## config.mk

```make
export PLATFORM = sky130hd
export DESIGN_NAME = time_ordered_priority_queue
export DESIGN_NICKNAME = d
export VERILOG_FILES = /design/src/hdl/tpq_pkg.sv /design/src/hdl/tpq_cell.sv /design/src/hdl/time_ordered_priority_queue.sv
export VERILOG_INCLUDE_DIRS = /design/src /design/src/hdl
export SDC_FILE = /design/constraint.sdc
export NUM_CORES = 2
export LEC_CHECK = 0
export ABC_AREA = 1
export BUFFER_PORTS_ARGS = -buffer_cell sky130_fd_sc_hd__buf_2
export CORE_ASPECT_RATIO = 0.75
export CORE_MARGIN = 3
export CORE_UTILIZATION = 60
export DETAILED_ROUTE_END_ITERATION = 8
export HOLD_SLACK_MARGIN = 0.02
export PLACE_DENSITY_LB_ADDON = 0.2
export SYNTH_ARGS = -nofsm -noshare
export SYNTH_HDL_FRONTEND = slang
export SYNTH_SLANG_ARGS = --single-unit
```

## constraint.sdc

```tcl
create_clock -name clk -period 6.1 [get_ports clk]
set_input_delay 0.305 -clock clk [delete_from_list [all_inputs] [get_ports clk]]
set_output_delay 0.305 -clock clk [all_outputs]
set_load 0.01 [all_outputs]
```

## src/hdl/assert_macros.svh

```systemverilog
// assertion macros used by the queue top level
`ifndef ASSERT_MACROS_SVH
`define ASSERT_MACROS_SVH

// same-cycle implication, disabled during reset
`define TPQ_ASSERT_NOW(label, clock, reset, ante, cons) \
  label: assert property (@(posedge clock) disable iff (reset) (ante) |-> (cons)) \
    else $error("tpq assertion failed");

// next-cycle implication, disabled during reset
`define TPQ_ASSERT_NEXT(label, clock, reset, ante, cons) \
  label: assert property (@(posedge clock) disable iff (reset) (ante) |=> (cons)) \
    else $error("tpq assertion failed");

`endif

```

## src/hdl/tpq_pkg.sv

```systemverilog
// shared types and constants for the time ordered priority queue
package tpq_pkg;

  // default sizes
  localparam int DEPTH_DEF     = 32;
  localparam int TIME_BITS_DEF = 16;
  localparam int DATA_BITS_DEF = 32;

  // operation codes
  localparam logic OP_ENQ = 1'b0;
  localparam logic OP_DEQ = 1'b1;

  // result status codes
  typedef enum logic [1:0] {
    ST_DONE  = 2'd0,
    ST_FULL  = 2'd1,
    ST_EMPTY = 2'd2
  } status_t;

  // per-cycle command broadcast to every cell
  typedef struct packed {
    logic insert;  // accepted enqueue with room left
    logic remove;  // accepted dequeue with an entry present
  } cell_ctrl_t;

endpackage

```

## src/hdl/tpq_cell.sv

```systemverilog
// one slot of the sorted array: compares, holds, or shifts to a neighbor
module tpq_cell #(
  parameter int INDEX     = 0,
  parameter int CNT_BITS  = 6,
  parameter int TIME_BITS = tpq_pkg::TIME_BITS_DEF,
  parameter int DATA_BITS = tpq_pkg::DATA_BITS_DEF
) (
  input  logic                 clk,
  input  tpq_pkg::cell_ctrl_t  ctrl,
  input  logic [CNT_BITS-1:0]  stored_count,
  input  logic [TIME_BITS-1:0] key,
  input  logic [DATA_BITS-1:0] val,
  input  logic                 prev_after,
  input  logic [TIME_BITS-1:0] prev_time,
  input  logic [DATA_BITS-1:0] prev_data,
  input  logic [TIME_BITS-1:0] next_time,
  input  logic [DATA_BITS-1:0] next_data,
  output logic                 after,
  output logic [TIME_BITS-1:0] slot_time,
  output logic [DATA_BITS-1:0] slot_data
);

  logic occupied;

  // slot goes after the new key when empty or holding a larger key
  assign occupied = stored_count > CNT_BITS'(INDEX);
  assign after    = !occupied || (slot_time > key);

  // insert: shift up from below or take the new entry; remove: shift down
  always_ff @(posedge clk) begin
    if (ctrl.insert && after) begin
      if (prev_after) begin
        slot_time <= prev_time;
        slot_data <= prev_data;
      end else begin
        slot_time <= key;
        slot_data <= val;
      end
    end else if (ctrl.remove) begin
      slot_time <= next_time;
      slot_data <= next_data;
    end
  end

endmodule

```

## src/hdl/time_ordered_priority_queue.sv

```systemverilog
// Time ordered priority queue top level: a row of DEPTH sorted cells plus one result register.
// Entries sit in a systolic row of cells sorted by time key, head in cell 0; equal keys keep
// arrival order. Every cell compares its key with the incoming one in parallel, so a new item
// can be accepted every cycle while req_stall is low. The result of an item appears on the rsp
// channel the cycle after its transfer; req_stall is raised only while the single result
// register holds a result that rsp_stall keeps from leaving. No clearing pass is needed after
// reset; slot contents are meaningful only below the count.
`include "assert_macros.svh"

module time_ordered_priority_queue #(
  parameter int DEPTH     = tpq_pkg::DEPTH_DEF,
  parameter int TIME_BITS = tpq_pkg::TIME_BITS_DEF,
  parameter int DATA_BITS = tpq_pkg::DATA_BITS_DEF,
  parameter int CNT_BITS  = $clog2(DEPTH + 1)
) (
  input  logic                 clk,
  input  logic                 rst,
  input  logic                 req_valid,
  output logic                 req_stall,
  input  logic                 operation,
  input  logic [TIME_BITS-1:0] entry_time,
  input  logic [DATA_BITS-1:0] entry_data,
  output logic                 rsp_valid,
  input  logic                 rsp_stall,
  output logic [1:0]           status,
  output logic                 out_valid,
  output logic [TIME_BITS-1:0] out_time,
  output logic [DATA_BITS-1:0] out_data,
  output logic [CNT_BITS-1:0]  count
);

  logic                 accept;
  logic                 full;
  logic                 empty;
  logic [CNT_BITS-1:0]  stored_count;
  logic [CNT_BITS-1:0]  stored_count_next;
  tpq_pkg::cell_ctrl_t  ctrl;
  logic                 cell_after [DEPTH];
  logic [TIME_BITS-1:0] cell_time  [DEPTH];
  logic [DATA_BITS-1:0] cell_data  [DEPTH];

  // transfer control
  assign req_stall = rsp_valid && rsp_stall;
  assign accept    = req_valid && !req_stall;
  assign full      = stored_count == CNT_BITS'(DEPTH);
  assign empty     = stored_count == '0;

  assign ctrl.insert = accept && (operation == tpq_pkg::OP_ENQ) && !full;
  assign ctrl.remove = accept && (operation == tpq_pkg::OP_DEQ) && !empty;

  // count update
  always_comb begin
    stored_count_next = stored_count;
    if (ctrl.insert) begin
      stored_count_next = stored_count + 1'b1;
    end else if (ctrl.remove) begin
      stored_count_next = stored_count - 1'b1;
    end
  end

  always_ff @(posedge clk) begin
    if (rst) begin
      stored_count <= '0;
    end else begin
      stored_count <= stored_count_next;
    end
  end

  // row of cells
  for (genvar i = 0; i < DEPTH; i++) begin : g_cell
    logic                 prev_after;
    logic [TIME_BITS-1:0] prev_time;
    logic [DATA_BITS-1:0] prev_data;
    logic [TIME_BITS-1:0] next_time;
    logic [DATA_BITS-1:0] next_data;

    if (i == 0) begin : g_head
      assign prev_after = 1'b0;
      assign prev_time  = entry_time;
      assign prev_data  = entry_data;
    end else begin : g_body
      assign prev_after = cell_after[i-1];
      assign prev_time  = cell_time[i-1];
      assign prev_data  = cell_data[i-1];
    end

    if (i == DEPTH - 1) begin : g_tail
      assign next_time = cell_time[i];
      assign next_data = cell_data[i];
    end else begin : g_inner
      assign next_time = cell_time[i+1];
      assign next_data = cell_data[i+1];
    end

    tpq_cell #(
      .INDEX     (i),
      .CNT_BITS  (CNT_BITS),
      .TIME_BITS (TIME_BITS),
      .DATA_BITS (DATA_BITS)
    ) u_cell (
      .clk          (clk),
      .ctrl         (ctrl),
      .stored_count (stored_count),
      .key          (entry_time),
      .val          (entry_data),
      .prev_after   (prev_after),
      .prev_time    (prev_time),
      .prev_data    (prev_data),
      .next_time    (next_time),
      .next_data    (next_data),
      .after        (cell_after[i]),
      .slot_time    (cell_time[i]),
      .slot_data    (cell_data[i])
    );
  end

  // result register valid
  always_ff @(posedge clk) begin
    if (rst) begin
      rsp_valid <= 1'b0;
    end else if (accept) begin
      rsp_valid <= 1'b1;
    end else if (!rsp_stall) begin
      rsp_valid <= 1'b0;
    end
  end

  // result register payload
  always_ff @(posedge clk) begin
    if (accept) begin
      count     <= stored_count_next;
      out_valid <= ctrl.remove;
      out_time  <= ctrl.remove ? cell_time[0] : '0;
      out_data  <= ctrl.remove ? cell_data[0] : '0;
      if (operation == tpq_pkg::OP_ENQ) begin
        status <= full ? tpq_pkg::ST_FULL : tpq_pkg::ST_DONE;
      end else begin
        status <= empty ? tpq_pkg::ST_EMPTY : tpq_pkg::ST_DONE;
      end
    end
  end

  // assertions
  `TPQ_ASSERT_NOW(a_count_bound, clk, rst, 1'b1, stored_count <= CNT_BITS'(DEPTH))
  `TPQ_ASSERT_NEXT(a_insert_grows, clk, rst, ctrl.insert,
                   stored_count == $past(stored_count) + 1'b1)
  `TPQ_ASSERT_NEXT(a_remove_head, clk, rst, ctrl.remove,
                   out_valid && out_time == $past(cell_time[0]))
  `TPQ_ASSERT_NOW(a_head_sorted, clk, rst, stored_count >= CNT_BITS'(2),
                  cell_time[0] <= cell_time[1])
  `TPQ_ASSERT_NOW(a_valid_done, clk, rst, rsp_valid && out_valid,
                  status == tpq_pkg::ST_DONE)

endmodule
```

# After elaboration in Yosys (flattened, before gate mapping)
# Index checks and enable logic that the tools add are counted.
# word_totals
memories,0
wordCells,470
out_inout_bits,59
latch_bits,0
regBits,1600
ramBits,0
mem_bits_ro,0
# op_classes
n_mux,193
n_div,0
bitwise_logic,1
mul,0
magnitude_cmp,64
shifts,0
n_addsub,2
eq_ne,2
n_reduce_logical,137
# op_table
cell,n
$mux 32,93
$mux 16,93
$gt 16x16->1,32
$gt 6x5->1 const B,16
$reduce_bool 2->1,31
$gt 6x4->1 const B,8
$logic_and 1x1->1,38
$logic_not 1->1,35
$logic_or 1x1->1,32
$gt 6x3->1 const B,4
$gt 6x1->1 const B,2
$gt 6x2->1 const B,2
$mux 6,2
$add 6x1->6 const B,1
$eq 6x6->1 const B,1
$logic_not 6->1,1
$sub 6x1->6 const B,1
$mux 2,2
$mux 1,3
$ne 2x1->1 const B,1
$not 1->1,1

# Logic depth before layout (Yosys ltp)
# logic_depth
word_depth,7
depth_mapped,19
ltp_nobuf,17

# Modules after synthesis
# Synthesis repeated with hierarchy kept, for this count alone.
# hier_totals
cells_unflattened,11596
area_unflattened_um2,103092.6
# by_module_without_submodules
module,area_per_inst_um2,seq_area_each_um2,cells_each,n_inst
tpq_cell at g_cell[21].u_cell ...,3134.3,1441.4,355,5
tpq_cell at g_cell[0].u_cell ...,3131.8,1441.4,355,5
tpq_cell at g_cell[12].u_cell ...,3133.0,1441.4,355,4
tpq_cell at g_cell[19].u_cell ...,3130.5,1441.4,355,3
tpq_cell at g_cell[18].u_cell ...,3134.3,1441.4,354,2
tpq_cell at g_cell[13].u_cell ...,3128.0,1441.4,353,2
tpq_cell at g_cell[11].u_cell ...,3126.7,1441.4,353,2
tpq_cell at g_cell[15].u_cell ...,3124.2,1441.4,353,2
tpq_cell at g_cell[20].u_cell,3139.3,1441.4,357,1
tpq_cell at g_cell[10].u_cell,3138.0,1441.4,357,1
tpq_cell at g_cell[16].u_cell,3135.5,1441.4,355,1
tpq_cell at g_cell[5].u_cell,3129.3,1441.4,353,1
tpq_cell at g_cell[23].u_cell,3125.5,1441.4,353,1
tpq_cell at g_cell[31].u_cell,3118.0,1441.4,352,1
2 more rows,n/a,n/a,n/a,n/a

# Worst setup path after synthesis
# No wires, ideal clock.
# synth_path
path_type,register -> register
startpoint,register rsp_valid
endpoint,register g_cell[31].u_cell.slot_data[0] (enable)
path_stages_with_launch,6
arrival_time_ns,4.400
synth_period_minus_slack_ns,4.870
slack_ns,1.230
cell_sequence,dfxtp_1 > nand2_1 > nand2_1 > inv_1 > nand3_2 > a21oi_1
# synth_via
elab_chain_len,6
# synth_rtl
element,line,text
"start, declared",time_ordered_priority_queue.sv:23,"output logic rsp_valid,"
"start signal, assigned",time_ordered_priority_queue.sv:120,rsp_valid <= 1'b0;
"start signal, assigned",time_ordered_priority_queue.sv:122,rsp_valid <= 1'b1;
"start signal, assigned",time_ordered_priority_queue.sv:124,rsp_valid <= 1'b0;
$logic_and 1x1->1,time_ordered_priority_queue.sv:43,assign req_stall = rsp_valid && rsp_stall;
$logic_not 1->1,time_ordered_priority_queue.sv:44,assign accept = req_valid && !req_stall;
$logic_and 1x1->1,time_ordered_priority_queue.sv:44,
via accept,time_ordered_priority_queue.sv:32,logic accept;
$logic_and 1x1->1 (2 in a row),time_ordered_priority_queue.sv:48,assign ctrl.insert = accept && (operation == tpq_pkg::OP_ENQ) && !full;
$logic_and 1x1->1,tpq_cell.sv:31,if (ctrl.insert && after) begin
"end signal, assigned",tpq_cell.sv:34,slot_data <= prev_data;
"end signal, assigned",tpq_cell.sv:37,slot_data <= val;
"end signal, assigned",tpq_cell.sv:41,slot_data <= next_data;
"end, declared",tpq_cell.sv:20,output logic [DATA_BITS-1:0] slot_data
# The timed path passes the listed nets, and every way through them passes these cells.
# A chain may end at the register's enable or synchronous reset.

# Worst setup path in the final report
# layout_path
startpoint,register stored_count[1]
endpoint,register g_cell[17].u_cell.slot_data[16] (data pin)
# layout_via
elab_chain_len,5
# layout_rtl
element,line,text
"start, declared",time_ordered_priority_queue.sv:35,logic [CNT_BITS-1:0] stored_count;
"start signal, assigned",time_ordered_priority_queue.sv:65,stored_count <= stored_count_next;
$gt 6x5->1 or $eq 6x6->1 (tied branches),"tpq_cell.sv:26, time_ordered_priority_queue.sv:45",
$logic_not 1->1 (on tied branches),"tpq_cell.sv:27, time_ordered_priority_queue.sv:48",
$logic_or 1x1->1 or $logic_and 1x1->1 (tied branches),"tpq_cell.sv:27, time_ordered_priority_queue.sv:48",
$mux 32 or $logic_and 1x1->1 (tied branches),"tpq_cell.sv:32, tpq_cell.sv:31",
$mux 32 *,tpq_cell.sv:31,
"end signal, assigned",tpq_cell.sv:34,
"end signal, assigned",tpq_cell.sv:37,
"end signal, assigned",tpq_cell.sv:41,
"end, declared",tpq_cell.sv:20,
# Mark *: on every way between the ends. The rest lies on a longest branch, timed or not.

==> reports/metrics.yaml <==
floorplan:
  die_h_um: 360
  num_io_pins: 112
  dieArea_um2: 172000
  rows: 129
  initial_core_util_pct: 60.6
  die_w_um: 478
  core_area_um2: 166000
power_and_ir_drop:
  peakVddDrop_mv: 0.340
  internal_power_mw: 25.5
  pwr-share-clk_pct: 24.4
  p_leak_nw: 52.9
  switching_power_mw: 17.0
  p_comb_share_pct: 33.4
  swShare_pct: 40.0
  pwr_density_cell_nw_per_um2: 395
  pwr-share-seq_pct: 42.2
worst_setup_path:
  criticalPathCategory: "flop to flop"
  cp_max_fo: 48
  worstPathRequired_ns: 6.65
  cp-end-kind: "flop"
  cpPeakStageDelay_ns: 0.81
  setup.worst_path.start: "stored_count[1]"
  crit_buf_inv: 5
  critPathSlowestCell: "ha_1"
  crit_family: "buffers and inverters"
  start_kind: "flop"
  r2r-start: "stored_count[1]"
  path_cells: "inv_2 -> ha_1 -> inv_1 -> nor2_1 -> nand3_1 -> nand3_2 -> inv_2 -> buf_4 -> nand2_1 -> inv_2 -> nand2_1 -> nand2_1"
  cp.arrival_ns: 5.31
timing:
  min_period_ns: 4.77
  fin_tns_setup_ns: 0
  drv_slew: 0
  tightest_slew_ns: 1.36
  rsz0062_at_grt: "false"
  setup_viol: 0
  hold_viol: 0
  layout_worst_path_cycle_share_pct: 78.1
  layout_setup_ws_ns: 1.33
  max_freq_mhz: 210
  fin_skew_ns: 0.0302
  timing.slew.headroom_pct: 9.16
cells_and_area:
  area_delta_synth_final_pct: 6.93
  drive_above_1_share_pct: 5.19
  postLayoutCoreUtil_pct: 64.8
  nets: 13717
  layout_commonest_cell: "nand2_1"
  regArea_um2: 48000
  nFillCells: 14504
  layout_common_cells: "7942 x nand2_1, 1593 x edfxtp_1, 1510 x nand3_1"
  multi_input_area_um2: 47600
routing:
  first_pass_iters: 9
  drcViolationCount: 0
  viasPerCell: 6.19
  finalWirelength_mm: 356
  vias: 96090
  drtIter0Drc: 13751
  wire_per_inst_um: 23.0
  final_antenna_net_count: 0
worst_hold_path:
  min-delay-start: "entry_time[8]"
  worst_hold_path_type: "input port to flop"
synth:
  yosys_warnings: 0
  synthSimpleGateAreaFrac_pct: 38.6
  synth_seq_cells: 1600
  synth_cell_types: 40
  syn-num-nets: 14135
  synth_top_family_by_area: "simple AND/OR/NAND/NOR gates"
  synth_ff_type: "edfxtp_1"
  async_reset_ff_share_pct: 0
  avgSynthCellArea_um2: 7.40
  synth-edff-count: 1593
  syn-cell-area_um2: 100000
  synthAdderAreaFrac_pct: 6.43
  postSynthCellCount: 13566
  synth-compound-area-share_pct: 2.12
  synthXorXnorAreaFrac_pct: 0.0436
  synthMuxAreaShare_pct: 0
  seq_area_frac_synth_pct: 47.8
clocking:
  cts_setup_buffers: 0
  clkLatencyLatePin_ns: 0.83
  path_clk_slew_ns: 0.06
  cts_root_buf: "clkbuf_16"
  clock_sinks: 1600
  htreeDepth: 4
  cts_tree: "yes"
  clockBufferDepth: 3
  cts-buffers-inserted: 166
run:
  max_cap_violations: 0
global_routing:
  antenna_found_initial: 18
  grt_max_degree: 97
  grt_pass1_vias: 90704
  grt_pass1_wl_mm: 535
  gr-usage-all-layers_pct: 40.2
  overflow: 0
placed_design:
  preCtsSetupSlack_ns: 1.27
  gp_congestion: 0.989
  dp_hpwl_mm: 241
  portBuffers: 111
status:
  status: "finished clean"
## final cells by class
type | instances | share of cell area (%)
Sequential cell | 1600 | 44.7
Multi-Input combinational cell | 10700 | 44.4
Clock buffer | 194 | 4.01
Tap cell | 2227 | 2.60
Timing Repair Buffer | 344 | 2.23
Inverter | 336 | 1.18
Clock inverter | 112 | 0.899
Antenna cell | 6 | 0.0140
## cells by family after synthesis
group           count (synthesis)
xor+xnor                        5
compound gates                394
buf+inv                      1266
simple gates                 9785
flops                        1600
fa+ha+maj                     516
## repair_timing
item,4_1_cts,5_1_grt
hold buffers,5,0
hold endpoints to repair,9,0
resized for setup,0,0
## flip-flops by register name, summed over array words and instances (netlist names)
name,count
stored_count,6
g_cell.u_cell.slot_time,512
g_cell.u_cell.slot_data,1024
status,2
rsp_valid,1
out_valid,1
out_data,32
out_time,16
count,6
## power groups by stage
stage,clock network (mW),logic (mW),registers [mW]
after global placement,0,13.2,18.0
after detailed placement,0,13.7,18.0
final,10.4,14.2,17.9
after global routing,10.8,15.8,18.0
after CTS,10.3,13.8,17.8
after floorplan,0,10.1,16.9
## cell usage after synthesis, types with 2 or more instances
cell,number,area share [%]
o211ai_1,4,0.030
nor2_1,246,0.92
o21a_1,7,0.052
nand2_2,6,0.037
nor3_1,10,0.050
o21ai_1,6,0.030
o21ai_0,136,0.68
dfxtp_1,7,0.14
a21o_1,30,0.22
inv_1,299,1.1
edfxtp_1,1593,48
o31ai_2,2,0.025
buf_4,3,0.022
a21oi_1,198,0.99
nand3_1,1511,7.5
inv_2,34,0.13
xor2_1,5,0.044
nand4_1,32,0.20
nand2_1,7976,30
ha_1,516,6.4
buf_1,83,0.31
o31ai_1,2,0.015
buf_2,206,1.0
clkbuf_1,638,2.4
## layer usage
layer	wire length (um)	track usage, %
met5	359	1.42
met4	19200	17.6
met3	54100	16.2
met2	153000	59.8
met1	130000	51.7
## worst register-to-register path, delay by kind of cell, from the launching register on
kind | cells | cell delay (ns)
buf+inv | 5 | 1.70
simple gates | 6 | 1.63
fa+ha+maj | 1 | 0.81
flops | 1 | 0.39
## worst paths after layout
| path | end | slack [ns] | cells past startpoint |
|---|---|---|---|
| worst min register to register | g_cell[30].u_cell.slot_data[6] | 0.50 | 2 |
| worst min-delay path | g_cell[0].u_cell.slot_time[8] | 0.15 | 3 |
| worst max register to register | g_cell[17].u_cell.slot_data[16] | 1.33 | 12 |
| worst max-delay path | g_cell[17].u_cell.slot_data[16] | 1.33 | 12 |
## through the flow
stage / area, um^2 / power [mW] / std cells / hold slack, ns
3_3_place_gp: 102000 / 31.2 / 15201 / 0.488
5_1_grt: 107000 / 44.6 / 15514 / 0.113
3_5_place_dp: 102000 / 31.7 / 15201 / 0.502
2_1_floorplan: 100000 / 27.0 / 13566 / 0.374
4_1_cts: 107000 / 41.9 / 15512 / 0.0937
6_report: 107000 / 42.4 / 15519 / 0.153
No activity file was read; power rests on OpenSTA's default activity.
